===== src/hdl/apr_pkg.sv =====
package apr_pkg;

  localparam int FRAMES       = 16;
  localparam int PAGE_ID_BITS = 16;
  localparam int IDX_W        = (FRAMES > 1) ? $clog2(FRAMES) : 1;
  localparam int CNT_W        = $clog2(FRAMES + 1);
  localparam int AGE_W        = 8;
  localparam int CFG_ADDR_W   = 3;

  localparam logic [CFG_ADDR_W-1:0] REG_FRAMES_IN_USE = '0;
  localparam logic [4:0]            FRAMES_IN_USE_RST = 5'd16;

  typedef logic [PAGE_ID_BITS-1:0] page_t;

  typedef struct packed {
    logic [31:0] access_time;
    logic [15:0] page_id;
  } in_item_t;

  typedef struct packed {
    logic        hit;
    logic [3:0]  frame_used;
    logic [31:0] hit_count;
    logic [31:0] miss_count;
  } out_item_t;

  typedef struct packed {
    logic             valid;
    page_t            page;
    logic [AGE_W-1:0] age;
    logic             refd;
  } entry_t;

  typedef enum logic [1:0] {
    ST_IDLE,
    ST_SCAN,
    ST_WRITE
  } state_t;

endpackage


===== src/hdl/aging_page_replacement.sv =====
// Aging page replacement over a frame table held in one synchronous RAM. A transfer on the
// input side (start high while busy is low) takes one page reference; busy stays high until
// the result has been produced, and the result appears for exactly one cycle with out_valid
// high, so the receiver must take it then. Per reference, one pass reads every table entry
// through the single read port, ages it if the access time is later than the previous one,
// writes it back while matching and picking a victim; a final write step stores the chosen
// frame and updates the totals. A new reference can be started in the cycle the previous
// result is shown. frames_in_use lies at byte address 0 and may only be written while busy
// is low.
module aging_page_replacement (
  input  logic                            clk,
  input  logic                            rst_n,
  input  logic                            start,
  output logic                            busy,
  input  apr_pkg::in_item_t               in_data,
  output logic                            out_valid,
  output apr_pkg::out_item_t              out_data,
  input  logic                            psel,
  input  logic                            penable,
  input  logic                            pwrite,
  input  logic [apr_pkg::CFG_ADDR_W-1:0]  paddr,
  input  logic [31:0]                     pwdata,
  output logic [31:0]                     prdata,
  output logic                            pready
);
  import apr_pkg::*;

  state_t state_r, state_nxt;

  entry_t              mem [FRAMES];
  entry_t              mem_q_r;
  logic [FRAMES-1:0]   init_r;
  logic                mem_we;
  logic [IDX_W-1:0]    mem_waddr;
  entry_t              mem_wdata;
  logic [IDX_W-1:0]    mem_raddr;

  logic [4:0]          frames_in_use_r;
  logic [31:0]         last_time_r;
  logic [31:0]         hit_total_r, hit_total_nxt;
  logic [31:0]         miss_total_r, miss_total_nxt;

  page_t               page_r;
  logic                age_en_r;
  logic [CNT_W-1:0]    count_r, count_nxt;
  logic [CNT_W-1:0]    rd_cnt_r, rd_cnt_nxt;
  logic                chk_vld_r, chk_vld_nxt;
  logic [IDX_W-1:0]    chk_idx_r, chk_idx_nxt;

  logic                found_r, found_nxt;
  logic                sel_hit_r, sel_hit_nxt;
  logic [IDX_W-1:0]    sel_idx_r, sel_idx_nxt;
  logic [AGE_W-1:0]    sel_age_r, sel_age_nxt;
  logic                best_vld_r, best_vld_nxt;
  logic [IDX_W-1:0]    best_idx_r, best_idx_nxt;
  logic [AGE_W-1:0]    best_age_r, best_age_nxt;
  page_t               best_page_r, best_page_nxt;

  logic                out_valid_r;
  out_item_t           out_data_r, out_data_nxt;

  entry_t              cur;
  entry_t              aged;
  logic                in_range;
  logic                accept;
  logic                cfg_wr;
  logic                scan_done;
  logic                fin_hit;
  logic [IDX_W-1:0]    fin_idx;

  assign accept    = start && (state_r == ST_IDLE);
  assign cfg_wr    = psel && penable && pwrite && (paddr == REG_FRAMES_IN_USE);
  assign scan_done = chk_vld_r && (chk_idx_r == IDX_W'(FRAMES - 1));
  assign busy      = (state_r != ST_IDLE);
  assign pready    = 1'b1;
  assign prdata    = (paddr == REG_FRAMES_IN_USE) ? {27'd0, frames_in_use_r} : 32'd0;
  assign out_valid = out_valid_r;
  assign out_data  = out_data_r;

  always_comb begin
    if (frames_in_use_r == 5'd0) begin
      count_nxt = CNT_W'(1);
    end else if (32'(frames_in_use_r) > 32'(FRAMES)) begin
      count_nxt = CNT_W'(FRAMES);
    end else begin
      count_nxt = CNT_W'(frames_in_use_r);
    end
  end

  always_comb begin
    state_nxt = state_r;
    case (state_r)
      ST_IDLE: begin
        if (start) state_nxt = ST_SCAN;
      end
      ST_SCAN: begin
        if (scan_done) state_nxt = ST_WRITE;
      end
      ST_WRITE: begin
        state_nxt = ST_IDLE;
      end
      default: begin
        state_nxt = ST_IDLE;
      end
    endcase
  end

  always_comb begin
    cur = init_r[chk_idx_r] ? mem_q_r : '0;
    aged = cur;
    if (age_en_r) begin
      aged.age  = {cur.refd, cur.age[AGE_W-1:1]};
      aged.refd = 1'b0;
    end
    in_range = CNT_W'(chk_idx_r) < count_r;
    fin_hit  = found_r && sel_hit_r;
    fin_idx  = found_r ? sel_idx_r : best_idx_r;

    rd_cnt_nxt     = rd_cnt_r;
    chk_vld_nxt    = 1'b0;
    chk_idx_nxt    = chk_idx_r;
    mem_raddr      = rd_cnt_r[IDX_W-1:0];
    mem_we         = 1'b0;
    mem_waddr      = chk_idx_r;
    mem_wdata      = aged;
    found_nxt      = found_r;
    sel_hit_nxt    = sel_hit_r;
    sel_idx_nxt    = sel_idx_r;
    sel_age_nxt    = sel_age_r;
    best_vld_nxt   = best_vld_r;
    best_idx_nxt   = best_idx_r;
    best_age_nxt   = best_age_r;
    best_page_nxt  = best_page_r;
    hit_total_nxt  = hit_total_r;
    miss_total_nxt = miss_total_r;
    out_data_nxt   = out_data_r;

    case (state_r)
      ST_IDLE: begin
        rd_cnt_nxt   = '0;
        found_nxt    = 1'b0;
        best_vld_nxt = 1'b0;
      end
      ST_SCAN: begin
        if (rd_cnt_r < CNT_W'(FRAMES)) begin
          chk_vld_nxt = 1'b1;
          chk_idx_nxt = rd_cnt_r[IDX_W-1:0];
          rd_cnt_nxt  = rd_cnt_r + CNT_W'(1);
        end
        if (chk_vld_r) begin
          mem_we = 1'b1;
          if (in_range && !found_r && (!aged.valid || aged.page == page_r)) begin
            found_nxt   = 1'b1;
            sel_hit_nxt = aged.valid;
            sel_idx_nxt = chk_idx_r;
            sel_age_nxt = aged.age;
          end
          if (in_range && (!best_vld_r || aged.age < best_age_r ||
              (aged.age == best_age_r && aged.page < best_page_r))) begin
            best_vld_nxt  = 1'b1;
            best_idx_nxt  = chk_idx_r;
            best_age_nxt  = aged.age;
            best_page_nxt = aged.page;
          end
        end
      end
      ST_WRITE: begin
        mem_we          = 1'b1;
        mem_waddr       = fin_idx;
        mem_wdata.valid = 1'b1;
        mem_wdata.page  = page_r;
        mem_wdata.age   = found_r ? sel_age_r : '0;
        mem_wdata.refd  = 1'b1;
        if (fin_hit) begin
          hit_total_nxt = (hit_total_r == '1) ? hit_total_r : hit_total_r + 32'd1;
        end else begin
          miss_total_nxt = (miss_total_r == '1) ? miss_total_r : miss_total_r + 32'd1;
        end
        out_data_nxt.hit        = fin_hit;
        out_data_nxt.frame_used = 4'(fin_idx);
        out_data_nxt.hit_count  = hit_total_nxt;
        out_data_nxt.miss_count = miss_total_nxt;
      end
      default: begin
      end
    endcase
  end

  always_ff @(posedge clk) begin
    if (mem_we) begin
      mem[mem_waddr] <= mem_wdata;
    end
    mem_q_r <= mem[mem_raddr];
  end

  always_ff @(posedge clk) begin
    if (!rst_n) begin
      state_r         <= ST_IDLE;
      init_r          <= '0;
      frames_in_use_r <= FRAMES_IN_USE_RST;
      last_time_r     <= '0;
      hit_total_r     <= '0;
      miss_total_r    <= '0;
      chk_vld_r       <= 1'b0;
      out_valid_r     <= 1'b0;
    end else begin
      state_r      <= state_nxt;
      chk_vld_r    <= chk_vld_nxt;
      out_valid_r  <= (state_r == ST_WRITE);
      hit_total_r  <= hit_total_nxt;
      miss_total_r <= miss_total_nxt;
      if (mem_we) begin
        init_r[mem_waddr] <= 1'b1;
      end
      if (cfg_wr) begin
        frames_in_use_r <= pwdata[4:0];
      end
      if (accept) begin
        last_time_r <= in_data.access_time;
      end
    end
  end

  always_ff @(posedge clk) begin
    rd_cnt_r    <= rd_cnt_nxt;
    chk_idx_r   <= chk_idx_nxt;
    found_r     <= found_nxt;
    sel_hit_r   <= sel_hit_nxt;
    sel_idx_r   <= sel_idx_nxt;
    sel_age_r   <= sel_age_nxt;
    best_vld_r  <= best_vld_nxt;
    best_idx_r  <= best_idx_nxt;
    best_age_r  <= best_age_nxt;
    best_page_r <= best_page_nxt;
    out_data_r  <= out_data_nxt;
    if (accept) begin
      page_r   <= PAGE_ID_BITS'(in_data.page_id);
      age_en_r <= in_data.access_time > last_time_r;
      count_r  <= count_nxt;
    end
  end

endmodule

===== config.mk =====
export PLATFORM = sky130hd
export DESIGN_NAME = aging_page_replacement
export DESIGN_NICKNAME = d
export VERILOG_FILES = /design/src/hdl/apr_pkg.sv /design/src/hdl/aging_page_replacement.sv
export SDC_FILE = /design/constraint.sdc
export NUM_CORES = 1
export LEC_CHECK = 0
export ABC_CLOCK_PERIOD_IN_PS = 6200
export BUFFER_PORTS_ARGS = -buffer_cell sky130_fd_sc_hd__buf_2
export CAP_MARGIN = 20
export CORE_ASPECT_RATIO = 0.8
export CORE_MARGIN = 2
export CORE_UTILIZATION = 35
export DETAILED_ROUTE_END_ITERATION = 8
export PLACE_DENSITY = 0.52
export REMOVE_ABC_BUFFERS = 1
export SYNTH_ARGS = -nofsm -noshare
export SYNTH_HDL_FRONTEND = slang
export SYNTH_SLANG_ARGS = --single-unit

===== constraint.sdc =====
create_clock -name clk -period 6.2 [get_ports clk]
set_input_delay 1.24 -clock clk [delete_from_list [all_inputs] [get_ports clk]]
set_output_delay 1.24 -clock clk [all_outputs]
set_load 0.01 [all_outputs]

==> impl_metrics.ini <==
[synthesis]
synth_cells = 1933
synthTopCellsByArea = sky130_fd_sc_hd__edfxtp_1 (57%), sky130_fd_sc_hd__mux4_2 (9.9%), sky130_fd_sc_hd__dfxtp_1 (9.9%)
synth_top_flop_cell = sky130_fd_sc_hd__edfxtp_1
ys_seq_elements = 706
seq_area_frac_synth_pct = 66.5
yosysTopAreaCellShare_pct = 56.6
post_synth.cell_area_avg_um2 = 15.3
async_reset_ff_share_pct = 0
synth_warn = 0
synthTopCellsByCount = sky130_fd_sc_hd__edfxtp_1 (559), sky130_fd_sc_hd__dfxtp_1 (147), sky130_fd_sc_hd__nand2_1 (141)
synth.most_common_cell = sky130_fd_sc_hd__edfxtp_1
synth.lib_cells_used.distinct = 66
synth_enable_flop_cells = 559
syn-cell-area_mm2 = 0.0297
synthDominantAreaCellType = sky130_fd_sc_hd__edfxtp_1

[die]
die_height_um = 264
floorplan.rows = 95
start_util_pct = 35.3
floorplan_core_area_mm2 = 0.0839
die_area_mm2 = 0.0871
die_width_um = 329
boundaryPins = 193

[grt]
grt_pass1_vias = 16234
grt_remaining_overflow = 0
track_usage_pct = 15.4
met2_usage_pct = 24.9
number_of_antenna_violations_at_the_first_check_in_global_routing = 0
first_pass_grt_wire_length_um = 101000
use_met3_pct = 2.77
gr-max-usage-layer = met2
grt_max_degree = 109
use_met1_pct = 21.4

[pwr]
vdd_ir_drop_max_mv = 0.240
powerDensity_mw_per_mm2 = 367
share_comb_of_total_power_pct = 18.4
power.leakage_nw = 11.8
power.clock.fraction_pct = 34.9
total_power_mw = 12.5
power.share.switching_pct = 26.6
power_report.internal_total_mw = 9.18
netSwitchingPower_mw = 3.32
power_frac_seq_pct = 46.7

[worst_setup_path]
r2r_setup_slk_ns = 1.27
cp_data_required_time_ns = 6.53
worst_setup_path_end_kind = flip-flop
worstReg2RegStart = chk_idx_r[0]$_DFFE_PP_
arrival_ns = 5.26
critical_path.max_fanout = 23
path_class = reg2reg
worst_r2r_path_depth = 13
cp-startpoint = chk_idx_r[0]$_DFFE_PP_
start_kind = flip-flop
reg2reg_to = best_page_r[8]$_DFFE_PP_

[clocking]
cts_made_buffers = 73
clock_tree.buffer_depth = 3
worst_setup_hold_path_clk_slew_ns = 0.06
cts_hold_buf = 0
htree_levels = 3
clock_latency_late_sink_ns = 0.62
postCtsSetupRepairBufs = 0
cts_root_buf = sky130_fd_sc_hd__clkbuf_16
clock_sinks = 706
clock_tree_from_tritoncts = yes
post_cts_resize_count = 0

[timing]
max_freq_mhz = 203
post-route-period-util_pct = 79.5
unrepaired_setup_endpoints_after_global_routing = no
clock-skew-final_ns = 0.0289
final.setup.tns_ns = 0
timing_max_transition_violations_final = 0
max_slew_margin_pct = 25.2
post-route-min-period_ns = 4.93
final.setup.worst_slack_ns = 1.27
final_hold_vio_count = 0
number_of_setup_violations_in_the_final_report = 0
tightestPinTransition_ns = 1.12

[worst_hold_path]
hold_path_end = last_time_r[17]$_SDFFE_PN0P_
min-delay-path-class = reg2reg
number_of_stages_on_the_worst_hold_path = 2
worstHoldStart = last_time_r[17]$_SDFFE_PN0P_

[run]
max_cap_viol_count = 0

[status]
outcome = completed

[route]
ant_nets = 0
routed_wire_length_per_instance_um = 20.4
drt_wl_total_um = 66800
remaining_drc_errors = 0
routed-via-count = 16162
detailedRoute.firstPassIterationCount = 5
detail_route.iter0.violations = 1217
viasPerCell = 4.95

[layout]
drive_above_1_share_pct = 21.6
nNetsFinal = 2250
fillers = 7739
antenna_cells = 0
area_growth_syn_to_layout_pct = 15.0

[placement]
detailedPlacementHpwl_um = 40100
worst_slack_at_placement_ns = 1.30
port_buffer_count = 137
place.gp.congestion = 0.764
==> layout by cell type (no fill, tap or decap), types with 53 or more instances in the layout <==
cell	count
sky130_fd_sc_hd__mux4_2	131
sky130_fd_sc_hd__nand2_1	141
sky130_fd_sc_hd__inv_1	89
sky130_fd_sc_hd__and2_1	90
sky130_fd_sc_hd__buf_2	137
sky130_fd_sc_hd__dfxtp_1	147
sky130_fd_sc_hd__nor2_1	53
sky130_fd_sc_hd__xnor2_1	96
sky130_fd_sc_hd__ha_1	65
sky130_fd_sc_hd__edfxtp_1	559
sky130_fd_sc_hd__clkbuf_16	75
==> worst max-delay path: stages, from the launching register on <==
cell                        delay [ns]
sky130_fd_sc_hd__edfxtp_1         0.57
sky130_fd_sc_hd__mux4_2           0.58
sky130_fd_sc_hd__o2111ai_4        0.26
sky130_fd_sc_hd__nand2_1          0.35
sky130_fd_sc_hd__and2_1           0.32
sky130_fd_sc_hd__ha_1             0.29
sky130_fd_sc_hd__a21o_1           0.16
sky130_fd_sc_hd__a21o_1           0.17
sky130_fd_sc_hd__a21oi_1          0.16
sky130_fd_sc_hd__nor2_1           0.08
sky130_fd_sc_hd__nor4_1           0.35
sky130_fd_sc_hd__o221ai_1         0.25
sky130_fd_sc_hd__a31oi_4          0.77
sky130_fd_sc_hd__buf_4            0.30
==> worst max path at each step <==
| stage | to | depth (start not counted) | slack [ns] |
|---|---|---|---|
| finish | best_page_r[8]$_DFFE_PP_ | 13 | 1.27 |
| global placement | best_page_r[8]$_DFFE_PP_ | 13 | 1.37 |
| detailed placement | best_page_r[8]$_DFFE_PP_ | 13 | 1.30 |
| global route | best_page_r[8]$_DFFE_PP_ | 13 | 1.08 |
| CTS | best_page_r[8]$_DFFE_PP_ | 13 | 1.27 |
| floorplan | mem[14][0]$_DFFE_PP_ | 6 | 0.52 |
==> flip-flops by register name, summed over array words and instances (netlist names), 2 cells and up <==
| signal | flops |
|---|---|
| best_idx_r | 4 |
| sel_idx_r | 4 |
| state_r | 2 |
| rd_cnt_r | 5 |
| init_r | 16 |
| mem | 416 |
| sel_age_r | 8 |
| mem_q_r | 26 |
| last_time_r | 32 |
| count_r | 5 |
| frames_in_use_r | 5 |
| chk_idx_r | 4 |
| best_page_r | 16 |
| best_age_r | 8 |
| miss_total_r | 32 |
| page_r | 16 |
| hit_total_r | 32 |
| out_data | 69 |
==> logic make-up (layout without fill, tap and decap cells) <==
| logic type | after synthesis | in the layout | synth area share [%] |
|---|---|---|---|
| multiplexers | 166 | 166 | 11.2 |
| other | 2 | 28 | 0.0253 |
| flip-flops | 706 | 706 | 66.5 |
| buffers and inverters | 203 | 397 | 3.04 |
| AO/OA/AOI/OAI | 196 | 196 | 4.62 |
| XOR/XNOR | 123 | 123 | 3.63 |
| adder cells (fa/ha/maj) | 66 | 66 | 2.78 |
| AND/OR/NAND/NOR | 471 | 471 | 8.17 |
==> routing by layer <==
metal  vias up  wire length [um]
met5         -                 0
met4         0              1290
met3        88              2940
met2       331             31800
met1      8215             30800
li1       7528                 -
==> layout make-up <==
cell class	count	area [um^2]	share of cell area, %
clock buffer	99	2010	5.89
clock inverter	34	352	1.03
inverter	90	338	0.991
multi-input combinational	1050	9270	27.2
sequential	706	19700	57.9
tap	1115	1400	4.09
timing repair buffer	174	1010	2.97
==> power by group through the flow <==
| stage | registers [mW] | clock network (mW) | logic, mW |
|---|---|---|---|
| final | 5.84 | 4.36 | 2.30 |
| after detailed placement | 5.94 | 0 | 2.34 |
| after global routing | 5.86 | 4.66 | 2.53 |
| after CTS | 5.84 | 4.47 | 2.35 |
| after global placement | 5.94 | 0 | 2.29 |
| after floorplan | 6.10 | 0 | 1.50 |
==> through the flow <==
stage | utilization (%) | hold WS [ns] | std cells | cell area (um^2)
final | 40.6 | 0.465 | 3268 | 34100
after global routing | 40.6 | 0.479 | 3268 | 34100
after CTS | 40.6 | 0.468 | 3267 | 34100
after detailed placement | 37.8 | 0.455 | 3134 | 31700
after global placement | 37.8 | 0.443 | 3132 | 31700
after floorplan | - | 0.434 | 1846 | 29200
Note: power is estimated with default switching activity, not from simulation.
